## config.mk

```make
export PLATFORM = sky130hd
export DESIGN_NAME = servo_status_frame_receiver
export DESIGN_NICKNAME = d
export VERILOG_FILES = /design/src/rtl/ssfr_pkg.sv /design/src/rtl/servo_status_frame_receiver.sv
export SDC_FILE = /design/constraint.sdc
export NUM_CORES = 1
export LEC_CHECK = 0
export ABC_AREA = 0
export BUFFER_PORTS_ARGS = -buffer_cell sky130_fd_sc_hd__buf_2
export CORE_UTILIZATION = 50
export CTS_BUF_LIST = sky130_fd_sc_hd__clkbuf_4 sky130_fd_sc_hd__clkbuf_8
export CTS_CLUSTER_DIAMETER = 30
export CTS_CLUSTER_SIZE = 28
export DETAILED_ROUTE_END_ITERATION = 12
export MAX_ROUTING_LAYER = met4
export PLACE_DENSITY = 0.77
export SKIP_CTS_REPAIR_TIMING = 1
export SLEW_MARGIN = 5
export SYNTH_ARGS = -nofsm -noshare
export SYNTH_HDL_FRONTEND = slang
export SYNTH_SLANG_ARGS = --single-unit
```

## constraint.sdc

```tcl
create_clock -name clk -period 8.8 [get_ports clk]
set_clock_uncertainty 0.1 [all_clocks]
set_input_delay 0.88 -clock clk [delete_from_list [all_inputs] [get_ports clk]]
set_output_delay 0.88 -clock clk [all_outputs]
set_load 0.005 [all_outputs]
```

## src/rtl/ssfr_pkg.sv

```systemverilog
// Shared types, character codes and helpers for the servo status frame receiver.
package ssfr_pkg;

  localparam int unsigned FRAME_LEN = 12;
  localparam int unsigned CNT_W     = $clog2(FRAME_LEN);
  localparam logic [CNT_W-1:0] LAST_IDX = CNT_W'(FRAME_LEN - 1);

  localparam logic [7:0]  HEADER_RST  = 8'd37;
  localparam logic [15:0] TIMEOUT_RST = 16'd2000;

  localparam logic [7:0] CH_0 = 8'h30;
  localparam logic [7:0] CH_2 = 8'h32;
  localparam logic [7:0] CH_3 = 8'h33;
  localparam logic [7:0] CH_6 = 8'h36;
  localparam logic [7:0] CH_7 = 8'h37;
  localparam logic [7:0] CH_9 = 8'h39;
  localparam logic [7:0] CH_C = 8'h43;
  localparam logic [7:0] CH_D = 8'h44;
  localparam logic [7:0] CH_F = 8'h46;
  localparam logic [7:0] CH_L = 8'h4C;
  localparam logic [7:0] CH_N = 8'h4E;
  localparam logic [7:0] CH_R = 8'h52;
  localparam logic [7:0] CH_S = 8'h53;
  localparam logic [7:0] CH_T = 8'h54;
  localparam logic [7:0] CH_X = 8'h58;

  typedef enum logic [1:0] {
    CFG_HEADER  = 2'd0,
    CFG_TIMEOUT = 2'd1,
    CFG_CUT_EN  = 2'd2
  } cfg_idx_t;

  typedef enum logic [2:0] {
    KIND_T_STATUS = 3'd0,
    KIND_T_ALARM  = 3'd1,
    KIND_F        = 3'd2,
    KIND_C        = 3'd3,
    KIND_D        = 3'd4,
    KIND_OTHER    = 3'd5,
    KIND_LINK_LOST = 3'd6
  } kind_t;

  typedef struct packed {
    logic       mode;
    logic [7:0] rx_byte;
  } in_word_t;

  typedef struct packed {
    kind_t       kind;
    logic [19:0] value;
    logic        digit_error;
    logic [2:0]  limit_bits;
    logic [2:0]  z_bits;
    logic [15:0] byte_pair;
    logic [7:0]  aux_byte;
    logic [6:0]  gain;
    logic [6:0]  diff_gain;
    logic [6:0]  integral_gain;
    logic [3:0]  motion_flags;
    logic        link_up;
  } out_word_t;

  function automatic logic is_digit(input logic [7:0] c);
    return (c >= CH_0) && (c <= CH_9);
  endfunction

  // only meaningful when is_digit() holds
  function automatic logic [3:0] digit_val(input logic [7:0] c);
    return c[3:0];
  endfunction

  function automatic logic [6:0] two_digits(input logic [7:0] hi, input logic [7:0] lo);
    return 7'(digit_val(hi)) * 7'd10 + 7'(digit_val(lo));
  endfunction

endpackage

```

## src/rtl/servo_status_frame_receiver.sv

```systemverilog
// Servo status frame receiver: header hunt, XOR check, frame decode and link timeout.
// A result forms in the accept cycle; it is registered in out_r, or in skid_r on a stall.
// One word per cycle while in_ready; frame store, XOR and decode all close in the accept cycle.
// in_ready is registered and drops only while the skid register holds a result.
// Reset (rst_n low, synchronous) clears control state and restores register defaults:
// header 37, timeout 2000, cut sensor enabled, link down, hunting for a header.
module servo_status_frame_receiver (
  input  logic                clk,
  input  logic                rst_n,
  input  logic                in_valid,
  output logic                in_ready,
  input  ssfr_pkg::in_word_t  in_data,
  output logic                out_valid,
  input  logic                out_ready,
  output ssfr_pkg::out_word_t out_data,
  input  logic                cfg_we,
  input  logic [1:0]          cfg_index,
  input  logic [15:0]         cfg_wdata
);

  logic [7:0]  hdr_r;
  logic [15:0] timeout_r;
  logic        cut_en_r;

  logic                       in_frame_r, in_frame_nxt;
  logic [ssfr_pkg::CNT_W-1:0] count_r, count_nxt;
  logic [7:0]                 xor_r, xor_nxt;
  logic [7:0]                 store_r [ssfr_pkg::FRAME_LEN];
  logic                       store_we;
  logic [2:0]                 limit_r, limit_nxt;
  logic [2:0]                 z_r, z_nxt;
  logic [3:0]                 flag_r, flag_nxt;
  logic [15:0]                timer_r, timer_nxt, timer_inc;
  logic                       link_r, link_nxt;

  logic                out_valid_r, skid_valid_r;
  ssfr_pkg::out_word_t out_r, skid_r;
  logic                in_acc;
  logic                res_valid;
  ssfr_pkg::out_word_t res;

  ssfr_pkg::out_word_t dec;
  logic [7:0]          cmd, b2, b3, b4;
  logic                t_bad, f_bad, g_bad, bad;
  logic [19:0]         t_val, f_val;

  assign in_ready  = !skid_valid_r;
  assign in_acc    = in_valid && in_ready;
  assign out_valid = out_valid_r;
  assign out_data  = out_r;
  assign timer_inc = (timer_r == 16'hFFFF) ? timer_r : timer_r + 16'd1;

  // frame decode from stored bytes
  always_comb begin
    cmd = store_r[1];
    b2  = store_r[2];
    b3  = store_r[3];
    b4  = store_r[4];
    t_bad = 1'b0;
    for (int i = 5; i <= 10; i++) t_bad = t_bad | !ssfr_pkg::is_digit(store_r[i]);
    f_bad = 1'b0;
    for (int i = 7; i <= 10; i++) f_bad = f_bad | !ssfr_pkg::is_digit(store_r[i]);
    g_bad = 1'b0;
    for (int i = 4; i <= 9; i++) g_bad = g_bad | !ssfr_pkg::is_digit(store_r[i]);
    t_val = 20'(ssfr_pkg::digit_val(store_r[5])) * 20'd100000
          + 20'(ssfr_pkg::digit_val(store_r[6])) * 20'd10000
          + 20'(ssfr_pkg::digit_val(store_r[7])) * 20'd1000
          + 20'(ssfr_pkg::digit_val(store_r[8])) * 20'd100
          + 20'(ssfr_pkg::digit_val(store_r[9])) * 20'd10
          + 20'(ssfr_pkg::digit_val(store_r[10]));
    f_val = 20'(ssfr_pkg::digit_val(store_r[7])) * 20'd1000
          + 20'(ssfr_pkg::digit_val(store_r[8])) * 20'd100
          + 20'(ssfr_pkg::digit_val(store_r[9])) * 20'd10
          + 20'(ssfr_pkg::digit_val(store_r[10]));

    dec = '0;
    dec.kind = ssfr_pkg::KIND_OTHER;
    dec.limit_bits = limit_r;
    dec.z_bits = z_r;
    dec.motion_flags = flag_r;
    dec.link_up = 1'b1;
    bad = 1'b0;

    unique case (cmd) inside
      ssfr_pkg::CH_T: begin
        dec.aux_byte = b2;
        if (b3 < ssfr_pkg::CH_L) begin
          dec.kind = ssfr_pkg::KIND_T_STATUS;
          if (b3 >= ssfr_pkg::CH_0 && b3 <= ssfr_pkg::CH_7) dec.limit_bits = b3[2:0];
          if (b4 >= ssfr_pkg::CH_0 && b4 <= ssfr_pkg::CH_7) begin
            dec.z_bits = b4[2:0];
            if (!cut_en_r) dec.z_bits[1] = z_r[1];
          end
          bad = t_bad;
          dec.value = t_val;
        end else begin
          dec.kind = ssfr_pkg::KIND_T_ALARM;
          dec.byte_pair = {b3, b4};
        end
      end
      ssfr_pkg::CH_F: begin
        dec.kind = ssfr_pkg::KIND_F;
        dec.aux_byte = b2;
        case (b3)
          ssfr_pkg::CH_N: dec.motion_flags[1:0] = 2'b00;
          ssfr_pkg::CH_D: dec.motion_flags[1:0] = 2'b01;
          ssfr_pkg::CH_R: dec.motion_flags[1:0] = 2'b10;
          default: ;
        endcase
        dec.byte_pair = {b4, store_r[5]};
        bad = f_bad;
        dec.value = f_val;
      end
      ssfr_pkg::CH_C, ssfr_pkg::CH_D: begin
        dec.kind = (cmd == ssfr_pkg::CH_C) ? ssfr_pkg::KIND_C : ssfr_pkg::KIND_D;
        dec.aux_byte = b3;
        case (b2) inside
          ssfr_pkg::CH_2, ssfr_pkg::CH_3: dec.motion_flags[2] = 1'b0;
          ssfr_pkg::CH_6, ssfr_pkg::CH_7: dec.motion_flags[2] = 1'b1;
          default: ;
        endcase
        if (cmd == ssfr_pkg::CH_C) begin
          if (b3 == ssfr_pkg::CH_X) dec.motion_flags[3] = 1'b1;
          else if (b3 == ssfr_pkg::CH_S) dec.motion_flags[3] = 1'b0;
        end
        bad = g_bad;
        dec.gain          = ssfr_pkg::two_digits(store_r[4], store_r[5]);
        dec.diff_gain     = ssfr_pkg::two_digits(store_r[6], store_r[7]);
        dec.integral_gain = ssfr_pkg::two_digits(store_r[8], store_r[9]);
      end
      default: ;
    endcase

    dec.digit_error = bad;
    if (bad) begin
      dec.value = '0;
      dec.gain = '0;
      dec.diff_gain = '0;
      dec.integral_gain = '0;
    end
  end

  // per-word state update
  always_comb begin
    in_frame_nxt = in_frame_r;
    count_nxt    = count_r;
    xor_nxt      = xor_r;
    limit_nxt    = limit_r;
    z_nxt        = z_r;
    flag_nxt     = flag_r;
    timer_nxt    = timer_r;
    link_nxt     = link_r;
    store_we     = 1'b0;
    res_valid    = 1'b0;
    res          = '0;
    if (in_acc) begin
      if (in_data.mode) begin
        timer_nxt = timer_inc;
        if (link_r && (timer_inc > timeout_r)) begin
          link_nxt = 1'b0;
          res_valid = 1'b1;
          res.kind = ssfr_pkg::KIND_LINK_LOST;
          res.limit_bits = limit_r;
          res.z_bits = z_r;
          res.motion_flags = flag_r;
        end
      end else if (!in_frame_r) begin
        if (in_data.rx_byte == hdr_r) begin
          in_frame_nxt = 1'b1;
          count_nxt = ssfr_pkg::CNT_W'(1);
          xor_nxt = in_data.rx_byte;
          store_we = 1'b1;
        end
      end else begin
        store_we = 1'b1;
        xor_nxt = xor_r ^ in_data.rx_byte;
        if (count_r == ssfr_pkg::LAST_IDX) begin
          in_frame_nxt = 1'b0;
          count_nxt = '0;
          if (xor_r == in_data.rx_byte) begin
            link_nxt  = 1'b1;
            timer_nxt = '0;
            limit_nxt = dec.limit_bits;
            z_nxt     = dec.z_bits;
            flag_nxt  = dec.motion_flags;
            res_valid = 1'b1;
            res       = dec;
          end
        end else begin
          count_nxt = count_r + ssfr_pkg::CNT_W'(1);
        end
      end
    end
  end

  always_ff @(posedge clk) begin
    if (!rst_n) begin
      hdr_r      <= ssfr_pkg::HEADER_RST;
      timeout_r  <= ssfr_pkg::TIMEOUT_RST;
      cut_en_r   <= 1'b1;
      in_frame_r <= 1'b0;
      count_r    <= '0;
      limit_r    <= '0;
      z_r        <= '0;
      flag_r     <= '0;
      timer_r    <= '0;
      link_r     <= 1'b0;
    end else begin
      if (cfg_we) begin
        unique case (cfg_index)
          ssfr_pkg::CFG_HEADER:  hdr_r     <= cfg_wdata[7:0];
          ssfr_pkg::CFG_TIMEOUT: timeout_r <= cfg_wdata;
          ssfr_pkg::CFG_CUT_EN:  cut_en_r  <= cfg_wdata[0];
          default: ;
        endcase
      end
      in_frame_r <= in_frame_nxt;
      count_r    <= count_nxt;
      limit_r    <= limit_nxt;
      z_r        <= z_nxt;
      flag_r     <= flag_nxt;
      timer_r    <= timer_nxt;
      link_r     <= link_nxt;
    end
  end

  always_ff @(posedge clk) begin
    xor_r <= xor_nxt;
    if (store_we) store_r[count_r] <= in_data.rx_byte;
  end

  // output register plus skid register
  always_ff @(posedge clk) begin
    if (!rst_n) begin
      out_valid_r  <= 1'b0;
      skid_valid_r <= 1'b0;
    end else if (skid_valid_r) begin
      if (out_ready) begin
        out_r        <= skid_r;
        skid_valid_r <= 1'b0;
      end
    end else if (!out_valid_r || out_ready) begin
      out_valid_r <= res_valid;
      out_r       <= res;
    end else if (res_valid) begin
      skid_r       <= res;
      skid_valid_r <= 1'b1;
    end
  end

  a_skid_behind_out: assert property (@(posedge clk) disable iff (!rst_n)
    skid_valid_r |-> out_valid_r)
    else $error("skid holds a word while output is empty");

  a_count_idle: assert property (@(posedge clk) disable iff (!rst_n)
    !in_frame_r |-> (count_r == '0))
    else $error("byte count nonzero while hunting");

  a_count_range: assert property (@(posedge clk) disable iff (!rst_n)
    in_frame_r |-> (count_r != '0) && (count_r <= ssfr_pkg::LAST_IDX))
    else $error("byte count out of range inside a frame");

  a_good_frame_link: assert property (@(posedge clk) disable iff (!rst_n)
    (res_valid && res.kind != ssfr_pkg::KIND_LINK_LOST) |=> (link_r && timer_r == '0))
    else $error("good frame did not raise the link");

  a_link_lost: assert property (@(posedge clk) disable iff (!rst_n)
    (res_valid && res.kind == ssfr_pkg::KIND_LINK_LOST) |-> link_r ##1 !link_r)
    else $error("link-lost word without link drop");

endmodule
```

* After elaboration in Yosys (flattened, before gate mapping)
Memories as Yosys holds them, arrays and structs flattened. Index checks and enable logic that the tools add are counted.
Storage, ports and cells: flip-flop bits (word level) 227, memory bits (writable) 96, word-level logic and storage cells 232, memories kept 1
Operators by class: $add $sub $neg 13, $mul 8, $lt $le $gt $ge 19, eq/ne operators 21, muxes and demuxes 74, bitwise gates (word level) 17, reductions and logical operators 42
Memories:
- store_r | depth 12, width 8, read ports 10, clocked after Yosys merged registers in 0, wr ports 1, RTL line servo_status_frame_receiver.sv:28 | logic [7:0] store_r [ssfr_pkg::FRAME_LEN];
Operators with widths (count):
- two-way mux 80 bit | 7
- two-way mux 16 bit | 6
- equality test 8 x 7 -> 1 bit, second input constant | 9
- <= comparator 8 x 6 -> 1 bit, second input constant | 9
- greater-or-equal comparator 8 x 6 -> 1 bit, second input constant | 8
- two-way mux 45 bit | 1
- two-way mux 21 bit | 2
- two-way mux 20 bit | 2
- case mux 20 bit (2 select lines) | 1
- equality test 8 x 6 -> 1 bit, second input constant | 4
- two-way mux 1 bit | 32
- case mux 16 bit (2 select lines) | 1
- two-way mux 6 bit | 4
- two-way mux 23 bit | 1
- adder 7 x 4 -> 7 bit | 3
- adder 20 x 11 -> 20 bit | 1
- adder 20 x 14 -> 20 bit | 1
- adder 20 x 18 -> 20 bit | 1
- adder 20 x 4 -> 20 bit | 1
- adder 20 x 8 -> 20 bit | 1
- two-way mux 4 bit | 5
- multiplier 4 x 3 -> 6 bit, second input constant | 3
- adder 16 x 4 -> 17 bit | 1
- adder 15 x 8 -> 16 bit | 1
- 37 further kinds | 89

* Logic depth before layout (Yosys ltp)
An unclocked memory read counts as a cell.
depth in word-level cells 19, depth in mapped cells 24, depth with buffers taken out 24

* Worst setup path before layout
OpenSTA, ideal clock, no wires.
path type register to register, from reg timer_r[0], to reg skid_r[0] (netlist bit), enable pin, library setup time 0.519 ns, arrival 6.283 ns, slack 1.898 ns, cell stages (with the launch flop) 17, buffers on the path 1, period minus slack after synthesis 6.902 ns, cells stage by stage dfxtp_1 -> ha_1 -> and3_1 -> and3_1 -> and3_1 -> clkbuf_1 -> nor2_1 -> and2_1 -> xor2_1 -> ha_1 -> a21o_1 -> a21oi_1 -> o21ai_0 -> a21oi_1 -> a31oi_1 -> a31oi_1 -> nor2_1
Between the ends: cells in the longest elaborated chain, start to end 8, elaborated cells on any way between the ends 9, those cells by class add/sub (1); order compare (1); eq/ne (1); mux (4); reduce/logical (2)
RTL lines:
- start, declared | RTL line servo_status_frame_receiver.sv:33 | logic [15:0] timer_r, timer_nxt, timer_inc;
- start signal, assigned | RTL line servo_status_frame_receiver.sv:222 | timer_r <= timer_nxt;
- adder 16 x 1 -> 16 bit / equality test 16 bit (equally long branches) | RTL line servo_status_frame_receiver.sv:51 | assign timer_inc = (timer_r == 16'hFFFF) ? timer_r : timer_r + 16'd1;
- two-way mux 16 bit (*) | RTL line servo_status_frame_receiver.sv:51
- greater-than comparator 16 bit (*) | RTL line servo_status_frame_receiver.sv:159 | if (link_r && (timer_inc > timeout_r)) begin
- logical AND 1 bit (*) | RTL line servo_status_frame_receiver.sv:159
- two-way mux 1 bit (*) | RTL line servo_status_frame_receiver.sv:159
- two-way mux 1 bit (*) | RTL line servo_status_frame_receiver.sv:157 | if (in_data.mode) begin
- two-way mux 1 bit (*) | RTL line servo_status_frame_receiver.sv:156 | if (in_acc) begin
- AND reduction 4 bit (no line) (*)
- end signal, assigned | RTL line servo_status_frame_receiver.sv:246 | skid_r <= res;
- end, declared | RTL line servo_status_frame_receiver.sv:37 | ssfr_pkg::out_word_t out_r, skid_r;
Mark *: on every way between the ends. The rest lies on a longest branch, timed or not. A chain may end at the register's enable or synchronous reset.

==> qor.yml <==
critical_path:
  worstPathRequired_ns: 9.04
  worst-endpoint-arrival_ns: 6.49
  path_max_fanout: 9
  path_class: "register to register"
  critPathLaunchType: "register"
  crit_path_end_kind: "register"
placed_design:
  dpl.hpwl_um: 28700
  dp_slack_ns: 2.57
  portBuffers: 113
  place_congestion: 0.914
final_layout:
  nFillCells: 2836
  final_nets: 1996
  syn_to_final_growth_pct: 13.4
  final_common_cell: "edfxtp_1"
  drive_above_1_share: 0.147
  diodes: 0
  final_cell_mix: "edfxtp_1, ha_1, nor2_1, nand2_1, inv_1"
pwr:
  pwr-share-comb: 0.026
  clkPwrFrac: 0.487
  leakagePower_nw: 8.54
  switching_share: 0.237
  ir_drop_mv: 0.122
  p_switching_w: 0.000771
  p_seq_frac: 0.486
  powerDensity_mw_per_mm2: 161
  cell_internal_pwr_w: 0.00249
die:
  die_w_um: 191
  design.die.area_mm2: 0.0365
  dieHeight_um: 191
  ios: 114
  coreArea_mm2: 0.0348
  num_rows: 68
  initial_core_util: 0.513
timing:
  setup_tns_ns: 0
  slew_violations: 0
  rsz0062_at_grt: "false"
  setup_viol: 0
  worst_pin_slew_ns: 1.16
  fin_crit_ns: 6.25
  timing.final.ws_setup_ns: 2.55
  slew_headroom: 0.218
  clock.fmax_mhz: 160
  period_share: 0.710
  final_hold_viol_count: 0
detailed_routing:
  ant_nets: 0
  vias: 12700
  drt_first_pass_iters: 5
  wire_per_inst_um: 17.6
  vias_per_cell: 5.68
  drc_errors: 0
  first_iter_violations: 1103
  finalWirelength_um: 39600
min_path:
  hold_class: "register to register"
global_routing:
  grt_max_degree: 86
  grt_usage: 0.226
  grt_pass1_vias: 12300
  grt_pass1_wl_um: 63000
  antenna_found_initial: 0
  gr-total-overflow: 0
clock_network:
  cts_buffers: 57
  cts_tree: "yes"
  htree_levels: 2
  cts_root_buf: "clkbuf_8"
  clk_pin_slew_ns: 0.07
  clkLatencyLatePin_ns: 0.63
  clockBufferDepth: 3
  numClockSinks: 307
synth:
  syn_nets: 1861
  yosysUniqueCellTypes: 76
  synth_top_flop_cell: "edfxtp_1"
  synth-seq-area-share: 0.483
  synth_edf_count: 248
  async_flop_share: 0
  syn_area_mm2: 0.0178
  syn_area_per_cell_um2: 11.1
  ys_warn_count: 0
  ys_top_cells_by_area: "edfxtp_1, ha_1, dfxtp_1"
  yosysTopAreaCell: "edfxtp_1"
  synth_top_cell_area_share: 0.417
  synth_seq_cells: 307
  synth_cells: 1605
outcome:
  status: "finished, final reports clean"
run:
  cap_violations: 0
==> cell type report <==
cell class                      instances  area (um2)  area share
Clock buffer                           60         807      0.0399
Clock inverter                         48         556      0.0274
Inverter                              130         488      0.0241
Multi-Input combinational cell       1123        8570       0.423
Sequential cell                       307        8630       0.426
Tap cell                              455         569      0.0281
Timing Repair Buffer                  121         626      0.0309
==> power groups by stage <==
stage | sequential, W | clock [W] | combinational, W
after detailed placement | 0.00162 | 0 | 0.0000857
after floorplan | 0.00162 | 0 | 0.0000377
final | 0.00159 | 0.00159 | 0.0000853
after global routing | 0.00159 | 0.00168 | 0.0000940
after CTS | 0.00159 | 0.00161 | 0.0000861
after global placement | 0.00162 | 0 | 0.0000836
==> synthesized netlist by cell type, drive strengths merged, types with 12 or more instances <==
master	count
xnor2	54
a22oi	33
and2	20
fa	48
a21o	44
nor2	138
xor2	38
a31oi	23
a21oi	72
clkbuf	37
nor3	26
o21ai	74
nand4	18
nand3	30
inv	128
nand2b	20
ha	176
nor2b	14
o211ai	12
edfxtp	248
dfxtp	59
nand2	130
==> state kept, by name (all words and copies together), names as in the netlist, 3 cells and up <==
signal,cells
out_data,80
skid_r,80
store_r,80
timeout_r,16
timer_r,16
hdr_r,8
xor_r,8
count_r,4
flag_r,4
limit_r,3
z_r,3
==> kinds of logic (layout without fill, tap and decap cells) <==
| logic type | count (synthesis) | count (layout) | synth area share |
|---|---|---|---|
| simple gates | 459 | 459 | 0.125 |
| compound gates | 332 | 332 | 0.123 |
| flops | 307 | 307 | 0.483 |
| fa+ha+maj | 224 | 224 | 0.177 |
| buf+inv | 175 | 359 | 0.0375 |
| xor+xnor | 92 | 92 | 0.0451 |
| mux | 16 | 16 | 0.00939 |
==> metal layers <==
layer	GRT usage	part of all wire
met4	0.0794	0.029
met1	0.306	0.44
met3	0.0329	0.067
met2	0.346	0.46
met5	-	0
==> metrics by stage <==
step           cells  total power (W)   util  instance area [um2]  hold slack (ns)
6_report        2244          0.00326  0.582                20200            0.356
5_1_grt         2244          0.00336  0.582                20200            0.329
4_1_cts         2244          0.00328  0.582                20200            0.318
3_5_place_dp    2136          0.00170  0.543                18900            0.349
3_3_place_gp    2136          0.00170  0.543                18900            0.344
2_1_floorplan   1605          0.00166      -                17800            0.336
==> critical path, stage by stage (launching register included) <==
cell      delay [ns]
edfxtp_1        0.57
fa_1            0.65
inv_1           0.10
fa_1            0.51
inv_1           0.04
ha_1            0.33
and3b_1         0.19
a221o_1         0.33
o221ai_1        0.23
xor2_1          0.35
fa_1            0.48
inv_1           0.06
ha_1            0.22
ha_1            0.30
ha_1            0.33
nand2_1         0.14
or2_2           0.32
a31oi_1         0.27
nor2_1          0.09
xnor2_1         0.23
o21ai_0         0.12
==> worst paths after layout <==
check | cells after the start | to | startpoint | slack (ns)
worst max-delay path | 20 | out_data[72] | store_r[7][2] | 2.55
worst min-delay path | 2 | timeout_r[1] | timeout_r[1] | 0.36
worst max register to register | 20 | out_data[72] | store_r[7][2] | 2.55
worst min register to register | 2 | timeout_r[1] | timeout_r[1] | 0.36
No activity file was read; power rests on OpenSTA's default activity.
